### src/hw/rtl/drc_pkg.sv
`timescale 1ns / 1ps

package drc_pkg;

   typedef struct packed {
      logic signed [15:0] top;
      logic signed [15:0] left;
      logic signed [15:0] bottom;
      logic signed [15:0] right;
   } rect_type;

   typedef enum logic [1:0] {
      ST_IDLE,
      ST_SCAN,
      ST_FINISH
   } state_type;

   typedef struct packed {
      logic clear;
      logic acc;
      logic flush_mode;
   } unit_ctl_type;

   localparam logic OP_ADD   = 1'b0;
   localparam logic OP_FLUSH = 1'b1;

   localparam logic CAUSE_REQUEST = 1'b0;
   localparam logic CAUSE_FULL    = 1'b1;

   localparam logic signed [15:0] COORD_MAX = 16'sh7FFF;
   localparam logic signed [15:0] COORD_ZERO = 16'sh0000;

endpackage

### src/hw/rtl/drc_store.sv
`timescale 1ns / 1ps

module drc_store #(
   parameter int DEPTH = 64,
   parameter int AW = 6
) (
   input  logic                 clock,
   input  logic                 wr_en,
   input  logic [AW-1:0]        wr_addr,
   input  drc_pkg::rect_type    wr_data,
   input  logic                 rd_en,
   input  logic [AW-1:0]        rd_addr,
   output drc_pkg::rect_type    rd_data
);

   drc_pkg::rect_type mem [DEPTH];
   drc_pkg::rect_type rd_data_ff;

   always_ff @(posedge clock) begin
      if (wr_en) begin
         mem[wr_addr] <= wr_data;
      end
   end

   always_ff @(posedge clock) begin
      if (rd_en) begin
         rd_data_ff <= mem[rd_addr];
      end
   end

   assign rd_data = rd_data_ff;

endmodule

### src/hw/rtl/drc_scan_unit.sv
`timescale 1ns / 1ps

module drc_scan_unit (
   input  logic                  clock,
   input  drc_pkg::unit_ctl_type ctl,
   input  drc_pkg::rect_type     entry,
   input  drc_pkg::rect_type     rect,
   output drc_pkg::rect_type     box,
   output logic                  hit
);

   // One set of four comparators serves both the containment test and the
   // bounding box update; only the second operand changes with the mode.
   drc_pkg::rect_type box_ff;
   drc_pkg::rect_type box_in;
   drc_pkg::rect_type cmp_b;
   logic              hit_ff;
   logic              hit_in;
   logic              le_top;
   logic              le_left;
   logic              ge_bottom;
   logic              ge_right;

   always_comb begin
      cmp_b     = ctl.flush_mode ? box_ff : rect;
      le_top    = entry.top <= cmp_b.top;
      le_left   = entry.left <= cmp_b.left;
      ge_bottom = entry.bottom >= cmp_b.bottom;
      ge_right  = entry.right >= cmp_b.right;

      box_in = box_ff;
      hit_in = hit_ff;
      if (ctl.clear) begin
         box_in.top    = drc_pkg::COORD_MAX;
         box_in.left   = drc_pkg::COORD_MAX;
         box_in.bottom = drc_pkg::COORD_ZERO;
         box_in.right  = drc_pkg::COORD_ZERO;
         hit_in        = 1'b0;
      end else if (ctl.acc) begin
         if (ctl.flush_mode) begin
            box_in.top    = le_top ? entry.top : box_ff.top;
            box_in.left   = le_left ? entry.left : box_ff.left;
            box_in.bottom = ge_bottom ? entry.bottom : box_ff.bottom;
            box_in.right  = ge_right ? entry.right : box_ff.right;
         end else begin
            hit_in = hit_ff | (le_top & le_left & ge_bottom & ge_right);
         end
      end
   end

   always_ff @(posedge clock) begin
      box_ff <= box_in;
      hit_ff <= hit_in;
   end

   assign box = box_ff;
   assign hit = hit_ff;

endmodule

### src/hw/rtl/dirty_rect_coalescer.sv
`timescale 1ns / 1ps

// Dirty rectangle coalescer. A transfer is taken when start is high and busy
// is low; busy then stays high until the item is done. An add or a flush
// keeps busy high through a scan of every held rectangle and a finish step,
// because the store has one read port and is scanned one entry per cycle
// through a single compare unit. An add on a full store first scans all
// RECT_SLOTS entries for the bounding box. A flush of an empty store is done
// in the cycle it is taken and never raises busy.
// A result is shown on the rsp_ ports for exactly one cycle, marked by
// rsp_valid, in the first cycle in which busy is low again; the receiver
// cannot stall it, so it must take every result in that cycle.
module dirty_rect_coalescer #(
   parameter int RECT_SLOTS = 64
) (
   input  logic               clock,
   input  logic               reset,
   input  logic               start,
   output logic               busy,
   input  logic               req_operation,
   input  logic signed [15:0] req_rect_top,
   input  logic signed [15:0] req_rect_left,
   input  logic signed [15:0] req_rect_bottom,
   input  logic signed [15:0] req_rect_right,
   output logic               rsp_valid,
   output logic signed [15:0] rsp_box_top,
   output logic signed [15:0] rsp_box_left,
   output logic [14:0]        rsp_box_bottom,
   output logic [14:0]        rsp_box_right,
   output logic               rsp_flush_cause
);

   localparam int CW = $clog2(RECT_SLOTS + 1);
   localparam int AW = (RECT_SLOTS > 1) ? $clog2(RECT_SLOTS) : 1;

   drc_pkg::state_type     state_ff;
   drc_pkg::state_type     state_in;
   logic [CW-1:0]          count_ff;
   logic [CW-1:0]          count_in;
   logic [CW-1:0]          idx_ff;
   logic [CW-1:0]          idx_in;
   logic                   rd_vld_ff;
   logic                   rd_en;
   logic                   op_ff;
   logic                   mode_ff;
   logic                   full_ff;
   drc_pkg::rect_type      rect_ff;
   drc_pkg::rect_type      req_rect;
   logic                   capture;
   logic                   wr_en;
   logic [AW-1:0]          wr_addr;
   drc_pkg::unit_ctl_type  ctl;
   drc_pkg::rect_type      entry;
   drc_pkg::rect_type      box;
   logic                   hit;
   logic                   store_full;
   logic                   rsp_valid_ff;
   logic                   rsp_valid_in;
   logic signed [15:0]     rsp_top_ff;
   logic signed [15:0]     rsp_left_ff;
   logic [14:0]            rsp_bottom_ff;
   logic [14:0]            rsp_right_ff;
   logic                   rsp_cause_ff;

   assign req_rect.top    = req_rect_top;
   assign req_rect.left   = req_rect_left;
   assign req_rect.bottom = req_rect_bottom;
   assign req_rect.right  = req_rect_right;

   assign store_full = (count_ff == CW'(RECT_SLOTS));

   always_comb begin
      state_in       = state_ff;
      count_in       = count_ff;
      idx_in         = idx_ff;
      rd_en          = 1'b0;
      wr_en          = 1'b0;
      wr_addr        = count_ff[AW-1:0];
      capture        = 1'b0;
      rsp_valid_in   = 1'b0;
      ctl.clear      = 1'b0;
      ctl.acc        = rd_vld_ff;
      ctl.flush_mode = mode_ff;
      unique case (state_ff)
         drc_pkg::ST_IDLE: begin
            if (start) begin
               capture = 1'b1;
               if (!(req_operation == drc_pkg::OP_FLUSH && count_ff == '0)) begin
                  ctl.clear = 1'b1;
                  idx_in    = '0;
                  state_in  = drc_pkg::ST_SCAN;
               end
            end
         end
         drc_pkg::ST_SCAN: begin
            if (idx_ff == count_ff) begin
               state_in = drc_pkg::ST_FINISH;
            end else begin
               rd_en  = 1'b1;
               idx_in = idx_ff + CW'(1);
            end
         end
         drc_pkg::ST_FINISH: begin
            state_in = drc_pkg::ST_IDLE;
            if (full_ff) begin
               rsp_valid_in = 1'b1;
               wr_en        = 1'b1;
               wr_addr      = '0;
               count_in     = CW'(1);
            end else if (op_ff == drc_pkg::OP_FLUSH) begin
               rsp_valid_in = 1'b1;
               count_in     = '0;
            end else if (!hit) begin
               wr_en    = 1'b1;
               count_in = count_ff + CW'(1);
            end
         end
         default: begin
            state_in = drc_pkg::ST_IDLE;
         end
      endcase
   end

   always_ff @(posedge clock) begin
      if (reset) begin
         state_ff     <= drc_pkg::ST_IDLE;
         count_ff     <= '0;
         idx_ff       <= '0;
         rd_vld_ff    <= 1'b0;
         rsp_valid_ff <= 1'b0;
      end else begin
         state_ff     <= state_in;
         count_ff     <= count_in;
         idx_ff       <= idx_in;
         rd_vld_ff    <= rd_en;
         rsp_valid_ff <= rsp_valid_in;
      end
   end

   always_ff @(posedge clock) begin
      if (capture) begin
         op_ff   <= req_operation;
         rect_ff <= req_rect;
         full_ff <= (req_operation == drc_pkg::OP_ADD) && store_full;
         mode_ff <= (req_operation == drc_pkg::OP_FLUSH) || store_full;
      end
      if (rsp_valid_in) begin
         rsp_top_ff    <= box.top;
         rsp_left_ff   <= box.left;
         rsp_bottom_ff <= box.bottom[14:0];
         rsp_right_ff  <= box.right[14:0];
         rsp_cause_ff  <= full_ff ? drc_pkg::CAUSE_FULL : drc_pkg::CAUSE_REQUEST;
      end
   end

   drc_store #(
      .DEPTH (RECT_SLOTS),
      .AW    (AW)
   ) u_store (
      .clock   (clock),
      .wr_en   (wr_en),
      .wr_addr (wr_addr),
      .wr_data (rect_ff),
      .rd_en   (rd_en),
      .rd_addr (idx_ff[AW-1:0]),
      .rd_data (entry)
   );

   drc_scan_unit u_unit (
      .clock (clock),
      .ctl   (ctl),
      .entry (entry),
      .rect  (rect_ff),
      .box   (box),
      .hit   (hit)
   );

   assign busy            = (state_ff != drc_pkg::ST_IDLE);
   assign rsp_valid       = rsp_valid_ff;
   assign rsp_box_top     = rsp_top_ff;
   assign rsp_box_left    = rsp_left_ff;
   assign rsp_box_bottom  = rsp_bottom_ff;
   assign rsp_box_right   = rsp_right_ff;
   assign rsp_flush_cause = rsp_cause_ff;

   a_count_bound: assert property (@(posedge clock) disable iff (reset)
      count_ff <= CW'(RECT_SLOTS))
      else $error("rectangle count exceeds the store depth");

   a_scan_bound: assert property (@(posedge clock) disable iff (reset)
      (state_ff == drc_pkg::ST_SCAN) |-> (idx_ff <= count_ff))
      else $error("scan index ran past the rectangle count");

   a_rsp_after_finish: assert property (@(posedge clock) disable iff (reset)
      rsp_valid |-> $past(state_ff == drc_pkg::ST_FINISH))
      else $error("result strobe without a finished scan");

   a_empty_flush: assert property (@(posedge clock) disable iff (reset)
      (start && !busy && req_operation == drc_pkg::OP_FLUSH && count_ff == '0)
      |=> (!busy && !rsp_valid))
      else $error("flush of an empty store started work");

   a_full_add: assert property (@(posedge clock) disable iff (reset)
      (rsp_valid && rsp_flush_cause == drc_pkg::CAUSE_FULL) |-> (count_ff == CW'(1)))
      else $error("full-store add did not leave one rectangle");

endmodule
### config.mk
export PLATFORM = sky130hd
export DESIGN_NAME = dirty_rect_coalescer
export DESIGN_NICKNAME = d
export VERILOG_FILES = /design/src/hw/rtl/drc_pkg.sv /design/src/hw/rtl/drc_store.sv /design/src/hw/rtl/drc_scan_unit.sv /design/src/hw/rtl/dirty_rect_coalescer.sv
export SDC_FILE = /design/constraint.sdc
export NUM_CORES = 2
export LEC_CHECK = 0
export BUFFER_PORTS_ARGS = -buffer_cell sky130_fd_sc_hd__buf_4
export CAP_MARGIN = 15
export CORE_UTILIZATION = 30
export DETAILED_ROUTE_END_ITERATION = 16
export GPL_TIMING_DRIVEN = 0
export MAX_ROUTING_LAYER = met4
export PLACE_DENSITY = 0.45
export SYNTH_ARGS = -nofsm -noshare
export SYNTH_HDL_FRONTEND = slang
export SYNTH_SLANG_ARGS = --single-unit
### constraint.sdc
create_clock -name clock -period 5.95 [get_ports clock]
set_input_delay 0.2975 -clock clock [delete_from_list [all_inputs] [get_ports clock]]
set_output_delay 0.2975 -clock clock [all_outputs]
set_load 0.02 [all_outputs]
==> impl_results.md <==
- Top cell type's share of synthesized area: approximately 77%
- Crit path time final: 5820 ps
- Achievable frequency: 172 MHz
- First-pass GRT wire length: 801000 um
- Critical path launch point type: flip-flop
- Synth Cell Area: 167000 sq um
- DR DRC count: 0
- Leading area contributor after synthesis: edfxtp_1
- CTS tree: built
- Fillers: approximately 50000
- GRT Util Overall: 22.0%
- CP Capture Type: flip-flop
- CTS Buffer Depth: 4
- Register Area: 130000 sq um
- Inst Count DP: 14800
- Max Cap Viol: 0
- Mapped Nets: 7077
- Routed len/inst: 38.5 um
- Largest net degree at the start of global routing: 40
- Initial antenna violation count: around 50
- Post-synth cell types: 55
- Unrepaired setup endpoints after global routing: false
- Via count of the routed design: roughly 85000
- Cts hold-fix bufs: 130
- Worst slew margin: about 18%
- Clk sinks: 4373
- Boundary pin count: 133
- IO Port Bufs: ~130
- Die W: 748 um
- Core area: 553000 sq um
- Initial Utilization: 30.2%
- Post-CTS setup buffer count: 0
- Vias in the first global route: 85000
- Cells after Synth: 6942
- Setup Skew: between 70 and 80 ps
- Clk root buf: clkbuf_16
- Synth Warn #: 0
- Share of cells above drive strength 1: 33.1%
- Power per cell area: 313 nW/um^2
- Final Hold Vio Count: 0
- # setup viols final: 0
- Post-Layout Cell Count: roughly 16000
- Drt initial violations: about 12000
- DR vias/cell: 5.37
- CP required: 6640 ps
- Worst Hold Class: in2reg
- Max Slew Vio Count: 0
- LEAKAGE: between 0.06 and 0.07 uW
- FF+latch count, synth: 4373
- GPL Wtd Cong: slightly below 0.9
- Outcome: finished clean
- H-tree Lvls: 5
- Crit Path Max Fanout: 10
- CTS buffer count: 464
- Peak VDD IR: 0.285 mV
- Worst-skew pair later-pin latency: 1060 ps
- Worst path arrival time: 6500 ps
- Worst-margin pin slew: 1200 ps
- Ys async rst share: 0%
- Synth-to-layout area growth: 22.6%
- Sequential fraction of the synthesis area: 78.1%
- Drt total wl: between 600000 and 700000 um
- PostCTS Resize Cnt: 0
- Die ar.: 560000 sq um
- Dominant cells by area after synthesis: edfxtp_1, mux4_2, dfxtp_1, mux2i_1, ha_1
- Nets: 8295
- Final Cycle Share: a little over nine tenths
- Multi-input gate area: 35300 sq um
- Die height: 748 um
- DPL Wire Length: 434000 um
- Reg clk slew, reported paths: 70 ps
- Syn Area/Cell: 24.1 sq um
- GRT overflow: 0
- First-pass iteration count of the detailed router: 7
- Crit path kind: reg2reg
- Post-synth EDFFs: approximately 4300
- Post-DRT Antenna Nets: 0
- Final setup TNS: 0 ps
- Row count: 273
- Main flop type after synthesis: edfxtp_1
## worst paths after layout
check | start | to | slack (ps) | cells past startpoint
setup / recovery | idx_ff[1] | u_store.rd_data[34] | 130 | 10
hold reg to reg | u_unit.box[57] | rsp_box_top[9] | 460 | 0
hold / removal | req_rect_bottom[12] | rect_ff[28] | 110 | 2
setup reg to reg | idx_ff[1] | u_store.rd_data[34] | 130 | 10
## routing by layer
layer  part of all wire (%)  track usage, %
met1                     41            29.0
met2                     48            34.8
met3                    6.9            3.39
met4                    4.4            7.93
met5                      0               -
## cell usage after synthesis (all sizes together) (2+ instances only)
cell type,instances
a211o,2
nand4,12
o21ai,75
clkbuf,155
nand2,58
dfxtp,83
or2,4
xor2,12
mux4,1267
buf,206
ha,67
a311o,3
nor2b,60
a221oi,2
nand2b,7
a21oi,126
a211oi,64
nor3,10
edfxtp,4290
a311oi,3
nor2,121
and4,4
a31o,5
o211ai,2
or3,2
and2,12
inv,14
nor3b,3
o2111ai,3
a2111o,2
nand3,70
mux2,18
a31oi,10
nand3b,2
mux2i,150
xnor2,3
nor4,4
## state kept, by name, summed over array words and instances (netlist names), 2 cells and up
register,flops
u_store.mem,4096
rect_ff,64
u_store.rd_data,64
u_unit.box,64
rsp_box_left,16
rsp_box_top,16
rsp_box_bottom,15
rsp_box_right,15
count_ff,7
idx_ff,7
state_ff,2
## metrics by stage
step                total power (uW)  utilization (%)  area [sq um]  setup slack, ps  hold WS, ps
finish                         64000             37.0        205000              135          109
global route                   65600             37.0        205000             71.5         89.7
CTS                            64500             37.0        205000             4.70         35.4
detailed placement             36200             34.1        189000             25.9          442
global placement               35800             32.0        177000            -6360          456
floorplan                      35200                -        167000              367          396
## placed cells by master, fill, tap and decap left out, drive strengths merged, types with 4 or more instances in the layout
cell and instances:
a211oi 64, a21oi 126, a31o 5, a31oi 10, and2 12, and4 4, buf 827, bufinv 34
clkbuf 725, clkinv 226, clkinvlp 15, dfxtp 83, diode 28, dlygate4sd3 130, edfxtp 4290, ha 67
inv 27, mux2 18, mux2i 150, mux4 1267, nand2 58, nand2b 7, nand3 70, nand4 12
nor2 121, nor2b 60, nor3 10, nor4 4, o21ai 75, or2 4, xor2 12
## where the power goes
part / total [uW] / leakage [uW] / internal, uW / switching (uW)
clock network: 28400 / 0.00719 / 16000 / 12400
logic: 1470 / 0.0157 / 577 / 891
registers: 34100 / 0.0392 / 34000 / 155
total: 64000 / 0.0621 / 50600 / 13500
## cell families (layout without fill, tap and decap cells)
logic type               count (synthesis)  in the layout  synth area share [%]
XOR/XNOR                                15             15                0.0787
buffers and inverters                  375           1984                 0.990
multiplexers                          1435           1435                  18.1
AND/OR/NAND/NOR                        372            372                  1.08
other                                    0             28                     0
AO/OA/AOI/OAI                          305            305                  1.09
flip-flops                            4373           4373                  78.1
adder cells (fa/ha/maj)                 67             67                 0.502
## final cells by class
class | instances | share of cell area [%]
inverter | 14 | 0.0257
buffer | 361 | 0.807
clock inverter | 288 | 1.23
multi-input combinational | 2194 | 17.3
tap | 7287 | 4.45
antenna | 28 | 0.0342
clock buffer | 569 | 5.96
timing repair buffer | 752 | 6.50
sequential | 4373 | 63.7
## critical path, stage by stage, from the launching register on
cell	delay [ps]
dfxtp_1	330
buf_2	440
buf_2	440
buf_2	530
buf_2	680
clkbuf_1	890
mux4_2	410
mux2i_1	270
a21oi_1	150
mux2i_1	810
o21ai_0	430
Power figures use the tool's default switching activity.
